## config.mk

```make
export PLATFORM = sky130hd
export DESIGN_NAME = elementary_ca_row_step_flat
export DESIGN_NICKNAME = d
export VERILOG_FILES = /design/src/rtl/ecar_pkg.sv /design/src/rtl/ecar_if.sv /design/src/rtl/ecar_cell.sv /design/src/rtl/ecar_seq.sv /design/src/rtl/elementary_ca_row_step.sv /design/src/flat_wrapper.sv
export SDC_FILE = /design/constraint.sdc
export NUM_CORES = 1
export LEC_CHECK = 0
export BUFFER_PORTS_ARGS = -buffer_cell sky130_fd_sc_hd__buf_2
export CAP_MARGIN = 15
export CORE_MARGIN = 2
export CORE_UTILIZATION = 53
export CTS_CLUSTER_SIZE = 30
export DETAILED_ROUTE_END_ITERATION = 8
export PLACE_DENSITY = 0.7
export SLEW_MARGIN = 40
export SYNTH_ARGS = -nofsm -noshare
export SYNTH_HDL_FRONTEND = slang
export SYNTH_SLANG_ARGS = --single-unit
```

## constraint.sdc

```tcl
create_clock -name i_clk -period 8.4 [get_ports i_clk]
set_input_delay 1.26 -clock i_clk [delete_from_list [all_inputs] [get_ports i_clk]]
set_output_delay 1.26 -clock i_clk [all_outputs]
set_load 0.02 [all_outputs]
```

## src/rtl/ecar_pkg.sv

```systemverilog
// ----------------------------------------------------------------------------
// ecar_pkg : shared types and constants
// Widths, register indexes, op codes and the cell control bundle used by the
// elementary automaton row stepper.
// ----------------------------------------------------------------------------
package ecar_pkg;

    localparam int unsigned MAX_CELLS_DEF = 64;

    localparam int unsigned RULE_W     = 8;
    localparam int unsigned LEN_W      = 7;
    localparam int unsigned POS_W      = 6;
    localparam int unsigned CFG_IDX_W  = 2;
    localparam int unsigned CFG_DATA_W = 8;

    localparam logic [RULE_W-1:0] RULE_RESET = 8'd30;
    localparam logic [LEN_W-1:0]  LEN_RESET  = 7'd64;

    // register indexes
    localparam logic [CFG_IDX_W-1:0] CFG_RULE_NUMBER = 2'd0;
    localparam logic [CFG_IDX_W-1:0] CFG_ROW_LENGTH  = 2'd1;

    // op codes
    localparam logic OP_LOAD = 1'b0;
    localparam logic OP_STEP = 1'b1;

    typedef struct packed {
        logic load;    // write the selected cell
        logic shift;   // rotate the ring by one towards cell 0
        logic update;  // replace the ring with the next generation
    } t_cell_ctrl;

endpackage

```

## src/rtl/ecar_if.sv

```systemverilog
// ----------------------------------------------------------------------------
// ecar_if : valid/ready channels
// Input item, result and configuration write channels.
// ----------------------------------------------------------------------------
interface ecar_item_if import ecar_pkg::*; ();
    logic             valid;
    logic             ready;
    logic             op;
    logic [POS_W-1:0] load_position;
    logic             load_cell;

    modport source (output valid, output op, output load_position, output load_cell,
                    input ready);
    modport sink   (input valid, input op, input load_position, input load_cell,
                    output ready);
endinterface

interface ecar_res_if import ecar_pkg::*; ();
    logic             valid;
    logic             ready;
    logic [POS_W-1:0] out_position;
    logic             out_cell;
    logic             last_cell;

    modport source (output valid, output out_position, output out_cell,
                    output last_cell, input ready);
    modport sink   (input valid, input out_position, input out_cell,
                    input last_cell, output ready);
endinterface

interface ecar_cfg_if import ecar_pkg::*; ();
    logic                  valid;
    logic                  ready;
    logic [CFG_IDX_W-1:0]  index;
    logic [CFG_DATA_W-1:0] data;

    modport source (output valid, output index, output data, input ready);
    modport sink   (input valid, input index, input data, output ready);
endinterface

```

## src/rtl/ecar_cell.sv

```systemverilog
// ----------------------------------------------------------------------------
// ecar_cell : one cell of the ring
// Holds one state bit; loads, takes its right neighbour on a rotate, or
// applies the rule to its neighbourhood on an update.
// ----------------------------------------------------------------------------
module ecar_cell import ecar_pkg::*; (
    input  logic              i_clk,
    input  logic              i_rst_n,
    input  t_cell_ctrl        i_ctrl,
    input  logic              i_sel,
    input  logic              i_in_ring,
    input  logic              i_load_value,
    input  logic              i_left,
    input  logic              i_right,
    input  logic [RULE_W-1:0] i_rule,
    output logic              o_bit
);

    logic r_bit;
    logic n_bit;

    always_comb begin
        n_bit = r_bit;
        if (i_ctrl.load && i_sel) begin
            n_bit = i_load_value;
        end else if (i_in_ring && i_ctrl.shift) begin
            n_bit = i_right;
        end else if (i_in_ring && i_ctrl.update) begin
            n_bit = i_rule[{i_left, r_bit, i_right}];
        end
    end

    always_ff @(posedge i_clk) begin
        if (!i_rst_n) begin
            r_bit <= 1'b0;
        end else begin
            r_bit <= n_bit;
        end
    end

    assign o_bit = r_bit;

endmodule

```

## src/rtl/ecar_seq.sv

```systemverilog
// ----------------------------------------------------------------------------
// ecar_seq : step sequencer and result register
// Walks the ring out through cell 0 one beat at a time, then fires the
// update state.
// ----------------------------------------------------------------------------
module ecar_seq import ecar_pkg::*; (
    input  logic             i_clk,
    input  logic             i_rst_n,
    input  logic             i_in_valid,
    input  logic             i_in_op,
    input  logic             i_load_ok,
    output logic             o_in_ready,
    input  logic             i_out_ready,
    output logic             o_out_valid,
    output logic [POS_W-1:0] o_out_pos,
    output logic             o_out_cell,
    output logic             o_out_last,
    input  logic [POS_W-1:0] i_last_idx,
    input  logic             i_cell0,
    output t_cell_ctrl       o_ctrl
);

    typedef enum logic [2:0] {
        S_IDLE   = 3'b001,
        S_EMIT   = 3'b010,
        S_UPDATE = 3'b100
    } t_state;

    t_state           r_state, n_state;
    logic [POS_W-1:0] r_cnt, n_cnt;
    logic             r_out_valid, n_out_valid;
    logic [POS_W-1:0] r_out_pos, n_out_pos;
    logic             r_out_cell, n_out_cell;
    logic             r_out_last, n_out_last;
    logic             w_accept;
    logic             w_adv;
    logic             w_at_last;

    assign o_in_ready = (r_state == S_IDLE);
    assign w_accept   = i_in_valid && o_in_ready;
    assign w_adv      = !r_out_valid || i_out_ready;
    assign w_at_last  = (r_cnt == i_last_idx);

    always_comb begin
        n_state     = r_state;
        n_cnt       = r_cnt;
        n_out_valid = r_out_valid && !i_out_ready;
        n_out_pos   = r_out_pos;
        n_out_cell  = r_out_cell;
        n_out_last  = r_out_last;
        o_ctrl      = '0;
        unique case (r_state)
            S_IDLE: begin
                if (w_accept && i_in_op == OP_STEP) begin
                    n_state = S_EMIT;
                    n_cnt   = '0;
                end
                o_ctrl.load = w_accept && (i_in_op == OP_LOAD) && i_load_ok;
            end
            S_EMIT: begin
                if (w_adv) begin
                    n_out_valid  = 1'b1;
                    n_out_pos    = r_cnt;
                    n_out_cell   = i_cell0;
                    n_out_last   = w_at_last;
                    o_ctrl.shift = 1'b1;
                    if (w_at_last) begin
                        n_state = S_UPDATE;
                    end else begin
                        n_cnt = r_cnt + POS_W'(1);
                    end
                end
            end
            S_UPDATE: begin
                o_ctrl.update = 1'b1;
                n_state       = S_IDLE;
            end
            default: begin
                n_state = S_IDLE;
            end
        endcase
    end

    always_ff @(posedge i_clk) begin
        if (!i_rst_n) begin
            r_state     <= S_IDLE;
            r_out_valid <= 1'b0;
        end else begin
            r_state     <= n_state;
            r_out_valid <= n_out_valid;
        end
    end

    always_ff @(posedge i_clk) begin
        r_cnt      <= n_cnt;
        r_out_pos  <= n_out_pos;
        r_out_cell <= n_out_cell;
        r_out_last <= n_out_last;
    end

    assign o_out_valid = r_out_valid;
    assign o_out_pos   = r_out_pos;
    assign o_out_cell  = r_out_cell;
    assign o_out_last  = r_out_last;

endmodule

```

## src/rtl/elementary_ca_row_step.sv

```systemverilog
// A load item is taken while idle and a new item can follow at once.
// A step item (n = clamped row length, 1..MAX_CELLS) runs n beats that rotate
// the ring out through cell 0, the update and a return to idle; its first
// result passes the state, then the result register. Output stalls hold beats.
// Reset (synchronous, active low): all cells zero, rule 30, row length 64.
// ----------------------------------------------------------------------------
// elementary_ca_row_step : elementary cellular automaton row stepper
// A ring of one-bit cells evolving under an 8-bit rule; load and step items.
// ----------------------------------------------------------------------------
module elementary_ca_row_step import ecar_pkg::*; #(
    parameter int unsigned MAX_CELLS = MAX_CELLS_DEF
) (
    input  logic       i_clk,
    input  logic       i_rst_n,
    ecar_item_if.sink  i_item,
    ecar_res_if.source o_res,
    ecar_cfg_if.sink   i_cfg
);

    // config registers
    logic [RULE_W-1:0] r_rule;
    logic [LEN_W-1:0]  r_len;

    // ring
    logic [MAX_CELLS-1:0] w_row;
    logic [MAX_CELLS-1:0] w_in_ring;
    logic [MAX_CELLS-1:0] w_last;
    logic [MAX_CELLS-1:0] w_sel;
    logic [LEN_W-1:0]     w_len;      // clamped active length
    logic [LEN_W-1:0]     w_len_m1;
    logic                 w_wrap;     // left neighbour of cell 0
    logic                 w_load_ok;
    t_cell_ctrl           w_ctrl;

    // Config port always ready; the user must write only while idle, the block itself does not enforce it.
    assign i_cfg.ready = 1'b1;

    always_ff @(posedge i_clk) begin
        if (!i_rst_n) begin
            r_rule <= RULE_RESET;
            r_len  <= LEN_RESET;
        end else if (i_cfg.valid) begin
            case (i_cfg.index)
                CFG_RULE_NUMBER: r_rule <= i_cfg.data;
                CFG_ROW_LENGTH:  r_len  <= i_cfg.data[LEN_W-1:0];
                default: ;       // unmapped index, ignored
            endcase
        end
    end

    // Zero length acts as one cell; anything past storage is capped.
    always_comb begin
        if (r_len == '0) begin
            w_len = LEN_W'(1);
        end else if (r_len > LEN_W'(MAX_CELLS)) begin
            w_len = LEN_W'(MAX_CELLS);
        end else begin
            w_len = r_len;
        end
    end
    assign w_len_m1 = w_len - LEN_W'(1);

    // Loads past the physical storage are dropped.
    assign w_load_ok = ({1'b0, i_item.load_position} < LEN_W'(MAX_CELLS));

    // Cell n-1 is one-hot in w_last, so the wrap is a masked OR.
    assign w_wrap = |(w_row & w_last);

    for (genvar gi = 0; gi < MAX_CELLS; gi++) begin : g_cell
        logic w_right;
        logic w_left;

        assign w_in_ring[gi] = (LEN_W'(gi) < w_len);
        assign w_last[gi]    = (LEN_W'(gi) == w_len_m1);
        assign w_sel[gi]     = (i_item.load_position == POS_W'(gi));

        // right neighbour doubles as rotate source; the last live cell wraps to 0
        if (gi == MAX_CELLS - 1) begin : g_top
            assign w_right = w_row[0];
        end else begin : g_mid
            assign w_right = w_last[gi] ? w_row[0] : w_row[gi+1];
        end

        if (gi == 0) begin : g_first
            assign w_left = w_wrap;
        end else begin : g_rest
            assign w_left = w_row[gi-1];
        end

        ecar_cell u_cell (
            .i_clk        (i_clk),
            .i_rst_n      (i_rst_n),
            .i_ctrl       (w_ctrl),
            .i_sel        (w_sel[gi]),
            .i_in_ring    (w_in_ring[gi]),
            .i_load_value (i_item.load_cell),
            .i_left       (w_left),
            .i_right      (w_right),
            .i_rule       (r_rule),
            .o_bit        (w_row[gi])
        );
    end

    // Sequencer: emits cell 0 each beat while the ring rotates, so after n
    // beats the row is back in place for the update cycle.
    ecar_seq u_seq (
        .i_clk       (i_clk),
        .i_rst_n     (i_rst_n),
        .i_in_valid  (i_item.valid),
        .i_in_op     (i_item.op),
        .i_load_ok   (w_load_ok),
        .o_in_ready  (i_item.ready),
        .i_out_ready (o_res.ready),
        .o_out_valid (o_res.valid),
        .o_out_pos   (o_res.out_position),
        .o_out_cell  (o_res.out_cell),
        .o_out_last  (o_res.last_cell),
        .i_last_idx  (w_len_m1[POS_W-1:0]),
        .i_cell0     (w_row[0]),
        .o_ctrl      (w_ctrl)
    );

endmodule

```

## src/flat_wrapper.sv

```systemverilog
// flat-port wrapper written by rule: the top's interface ports become plain ports
module elementary_ca_row_step_flat import ecar_pkg::*;
#(
    parameter int unsigned MAX_CELLS = MAX_CELLS_DEF
)
  (i_clk, i_rst_n, i_item_valid, i_item_op, i_item_load_position, i_item_load_cell, i_item_ready, o_res_valid, o_res_out_position, o_res_out_cell, o_res_last_cell, o_res_ready, i_cfg_valid, i_cfg_index, i_cfg_data, i_cfg_ready);
  ecar_item_if i_item_i ();
  ecar_res_if o_res_i ();
  ecar_cfg_if i_cfg_i ();
  input  logic i_clk;
  input  logic i_rst_n;
  input wire logic [$bits(i_item_i.valid)-1:0] i_item_valid;
  input wire logic [$bits(i_item_i.op)-1:0] i_item_op;
  input wire logic [$bits(i_item_i.load_position)-1:0] i_item_load_position;
  input wire logic [$bits(i_item_i.load_cell)-1:0] i_item_load_cell;
  output wire logic [$bits(i_item_i.ready)-1:0] i_item_ready;
  output wire logic [$bits(o_res_i.valid)-1:0] o_res_valid;
  output wire logic [$bits(o_res_i.out_position)-1:0] o_res_out_position;
  output wire logic [$bits(o_res_i.out_cell)-1:0] o_res_out_cell;
  output wire logic [$bits(o_res_i.last_cell)-1:0] o_res_last_cell;
  input wire logic [$bits(o_res_i.ready)-1:0] o_res_ready;
  input wire logic [$bits(i_cfg_i.valid)-1:0] i_cfg_valid;
  input wire logic [$bits(i_cfg_i.index)-1:0] i_cfg_index;
  input wire logic [$bits(i_cfg_i.data)-1:0] i_cfg_data;
  output wire logic [$bits(i_cfg_i.ready)-1:0] i_cfg_ready;
  assign i_item_i.valid = i_item_valid;
  assign i_item_i.op = i_item_op;
  assign i_item_i.load_position = i_item_load_position;
  assign i_item_i.load_cell = i_item_load_cell;
  assign i_item_ready = i_item_i.ready;
  assign o_res_valid = o_res_i.valid;
  assign o_res_out_position = o_res_i.out_position;
  assign o_res_out_cell = o_res_i.out_cell;
  assign o_res_last_cell = o_res_i.last_cell;
  assign o_res_i.ready = o_res_ready;
  assign i_cfg_i.valid = i_cfg_valid;
  assign i_cfg_i.index = i_cfg_index;
  assign i_cfg_i.data = i_cfg_data;
  assign i_cfg_ready = i_cfg_i.ready;
  elementary_ca_row_step #(.MAX_CELLS(MAX_CELLS)) u_core (.i_clk(i_clk), .i_rst_n(i_rst_n), .i_item(i_item_i), .o_res(o_res_i), .i_cfg(i_cfg_i));
endmodule
```

==> results summary <==
The post-CTS resize count is 0. The actual slew at the worst max-slew pin came out at 0.993 ns. The maximum number of pins on one net before global-route repair is between 60 and 70. TritonCTS built the clock tree. The worst-case setup margin in the final layout came out at 3.27 ns. The startpoint identified for the worst register-to-register timing path is u_core.r_len[3].

For hold timing, the worst endpoint is u_core.u_seq.o_out_valid. By area the synthesized netlist is led by mux4_2 25%, dfxtp_1 14%, mux2i_1 9.1%. The H-tree depth came out at 3. The count of standard-cell rows came out at 53. The combined area of all synthesized cells came out at 11500 µm².

After the first detailed-routing iteration, the DRC count stood at about 1800. The average cell area after synthesis came out at 8.33 µm². The fmax is 195 MHz.

The reg-to-reg critical path endpoint is u_core.g_cell[0].u_cell.o_bit. The ratio of cells with drive above 1 in the final layout came out at 0.202. The number of buffers created by CTS is 9.

The wire length per cell is 30.1 µm. The number of hold violations in the final report came out at 0. The total placed instance area is about 11000 µm². The maximum fanout along the worst path is 19. The total of fill cells in the finished design is 1911. Synthesis instantiated 79 different standard cells from the library. Across every metal layer, demand over resource in global routing totals 0.415. The I/O pin count came out at 34. After legalization and detailed placement, the total HPWL measured 30000 µm.

The antenna violation net count after detailed routing came out at 0. The flow ran to the end, and the final reports show no timing, DRC or antenna violations. The worst hold path begins at u_core.u_seq.o_out_valid. The net count after synthesis is 1405. The number of global-route vias before repair is roughly 11000. The final critical-path required period came out at approximately 5.1 ns. The initial utilization of the core area, before any placement, comes to 0.542.

The area share of the leading cell type in the synthesized netlist is 0.247. Dividing the detail-routed via count by the number of cells gives 7.64. The critical path is of the flop to flop type.

The tree is rooted in a clkbuf_16. The final worst-path cycle share is 0.611. The total grt overflow came out at 0. In this run the worst hold path is classified as flop to flop.

The layout net count came out at ~1300. The area overhead of the layout relative to synthesis came out at 2.79%. The number of buffers inserted by hold repair at cts came out at 0. The worst setup path is launched from a flop. In this run the tool buffered the top-level ports with 32 buffer cells. The worst hold path passes through 2 cells. STA classifies the critical path endpoint as a flop. The flop-to-flop setup slack is roughly 3.3 ns. The final setup TNS came out at 0 ns. For this run, the leading register cell type out of synthesis is dfxtp_1. The chip height came out at between 150 and 200 µm.

In this run, synthesis inferred 14 flip-flops with an integrated enable. The clock-pin slew of the registers on the worst-case setup and hold paths came out at 0.08 ns. The setup skew after layout came out at between 0.01 and 0.015 ns. The weighted congestion reported at the end of routability-driven placement came out at 1.04. The buffer depth of the longest clock path came out at 2. The first detailed-routing pass took 6 iterations. Setup repair after global routing left no endpoint under its margin. The number of synthesized register bits came out at 97. For this run, the register share of the synthesized area comes to 0.181. Wires add up to approximately 46000 µm.

For this run, asynchronously set or reset flops after synthesis account for 0. The cell accounting for the most synthesized area is mux4_2. The leakage power figure is 3.83 nW.

The number of setup violations in the final report is 0. The DRC violations left came out at 0. The arrival time of data at the critical path endpoint came out at 5.40 ns. The setup slack after placement came out at 3.24 ns. The total die area is 22800 µm². STA puts the critical path data required time at ~8.7 ns. The final design instance area without fill came out at 11800 µm². The total via count in the routed design came out at 11700. For this design the ratio of total power to cell area is around 96 nW/µm². The largest vdd supply drop is between 0.09 and 0.1 mV.

The number of clock sinks came out at 97. After floorplanning, the core was sized to cover between 20000 and 25000 µm². Headroom to the max-slew limit came out at 0.336.

Measured on the finished design, the core utilization comes to 0.557. The final number of max-transition violations is 0. The gate count after technology mapping came out at about 1400. The number of antenna violations at the first check in global routing is 1.

The max-cap check violation count came out at 0. The worst reg-to-reg path cell count is 13. At the later pin of the worst-skew pair, clock insertion delay measures 0.37 ns. Yosys printed 0 warnings. The count of buffers added by post-CTS timing repair for setup came out at 0. The first-pass GRT wire length came out at around 70000 µm. The die width is 151 µm.
## critical path, cell delays in order, from the launching register on
cell	delay, ns
dfxtp_1	0.77
nor2_1	0.25
a21oi_1	0.23
nor2_1	0.12
inv_1	0.11
ha_1	0.63
or3b_1	0.53
mux2_4	0.35
o21ai_2	0.65
nor2_1	0.18
a22oi_1	0.27
nand4_1	0.18
or4_1	0.55
and3_1	0.19
## how the worst max path moves through the flow
stage,depth (start not counted),slack (ns),endpoint,from
floorplan,17,4.69,u_core.g_cell[0].u_cell.o_bit,u_core.r_len[4]
global placement,13,3.50,u_core.g_cell[0].u_cell.o_bit,u_core.r_len[2]
detailed placement,13,3.24,u_core.g_cell[0].u_cell.o_bit,u_core.r_len[2]
CTS,13,3.23,u_core.g_cell[0].u_cell.o_bit,u_core.r_len[2]
global route,13,2.97,u_core.g_cell[0].u_cell.o_bit,u_core.r_len[3]
finish,13,3.27,u_core.g_cell[0].u_cell.o_bit,u_core.r_len[3]
## area by class of cell
| cell class | instances | area [µm²] | share of cell area |
|---|---|---|---|
| Clock inverter | 6 | 57.6 | 0.00488 |
| Timing Repair Buffer | 66 | 415 | 0.0352 |
| Inverter | 14 | 52.6 | 0.00446 |
| Tap cell | 275 | 344 | 0.0292 |
| Antenna cell | 2 | 5.00 | 0.000424 |
| Multi-Input combinational cell | 1067 | 8590 | 0.729 |
| Clock buffer | 10 | 229 | 0.0194 |
| Sequential cell | 97 | 2090 | 0.178 |
## flip-flops by register name, summed over array words and instances, names as in the netlist
name	cells
u_core.g_cell.u_cell.o_bit	64
u_core.r_rule	8
u_core.r_len	7
u_core.u_seq.o_out_pos	6
u_core.u_seq.r_cnt	6
u_core.u_seq.r_state	3
u_core.u_seq.o_out_cell	1
u_core.u_seq.o_out_last	1
u_core.u_seq.o_out_valid	1
## report_power, final
part / internal (mW) / total [mW] / switching, mW
combinational: 0.0733 / 0.194 / 0.121
sequential: 0.476 / 0.495 / 0.0184
clock: 0.210 / 0.438 / 0.228
total: 0.759 / 1.13 / 0.368
## synth_stat cells, drive strengths merged, types with 5 or more instances
cell type / instances
o31a: 5
ha: 5
o21a: 6
nand2: 157
a211oi: 11
and2: 15
mux2: 10
nor2: 166
dfxtp: 83
mux2i: 104
a31oi: 20
o21bai: 7
nand3: 45
or2: 6
inv: 14
a221oi: 10
nand2b: 14
a21oi: 59
and3: 17
a22oi: 7
nand4: 7
a211o: 23
xnor2: 8
clkbuf: 167
nor2b: 7
buf: 32
edfxtp: 14
o311a: 13
nor3: 51
o211ai: 6
o21ai: 75
a32oi: 19
a311oi: 10
mux4: 126
nor3b: 5
## kinds of logic (layout without fill, tap and decap cells)
| family | after synthesis | in the layout | synth area share |
|---|---|---|---|
| compound gates | 296 | 296 | 0.177 |
| flops | 97 | 97 | 0.181 |
| buf+inv | 213 | 96 | 0.0734 |
| simple gates | 513 | 513 | 0.203 |
| mux | 240 | 240 | 0.348 |
| other cells | 1 | 3 | 0.000327 |
| xor+xnor | 12 | 12 | 0.0105 |
| fa+ha+maj | 5 | 5 | 0.00545 |
## layout by cell type (no fill, tap or decap), drive strengths merged, types with 11 or more instances in the layout
master	count
nor2	166
o21ai	75
and2	15
nand3	45
buf	66
nand2	157
o311a	13
a211o	23
a32oi	19
edfxtp	14
a31oi	20
nand2b	14
a21oi	59
inv	18
a211oi	11
mux4	126
nor3	51
mux2i	104
dfxtp	83
and3	17
## routing by layer
metal	vias to the layer above	wire [µm]	track usage
met5	-	0	0
met4	0	2870	0.222
met3	198	6770	0.104
met2	1028	19400	0.594
met1	5617	17200	0.578
li1	4894	-	-
## stage by stage
step | std cells | total power, mW | hold WS, ns
2_1_floorplan | 1377 | 0.630 | 0.406
3_3_place_gp | 1519 | 0.687 | 0.518
3_5_place_dp | 1519 | 0.690 | 0.528
4_1_cts | 1535 | 1.12 | 0.544
5_1_grt | 1535 | 1.16 | 0.557
6_report | 1537 | 1.13 | 0.543
No activity file was read; power rests on OpenSTA's default activity.
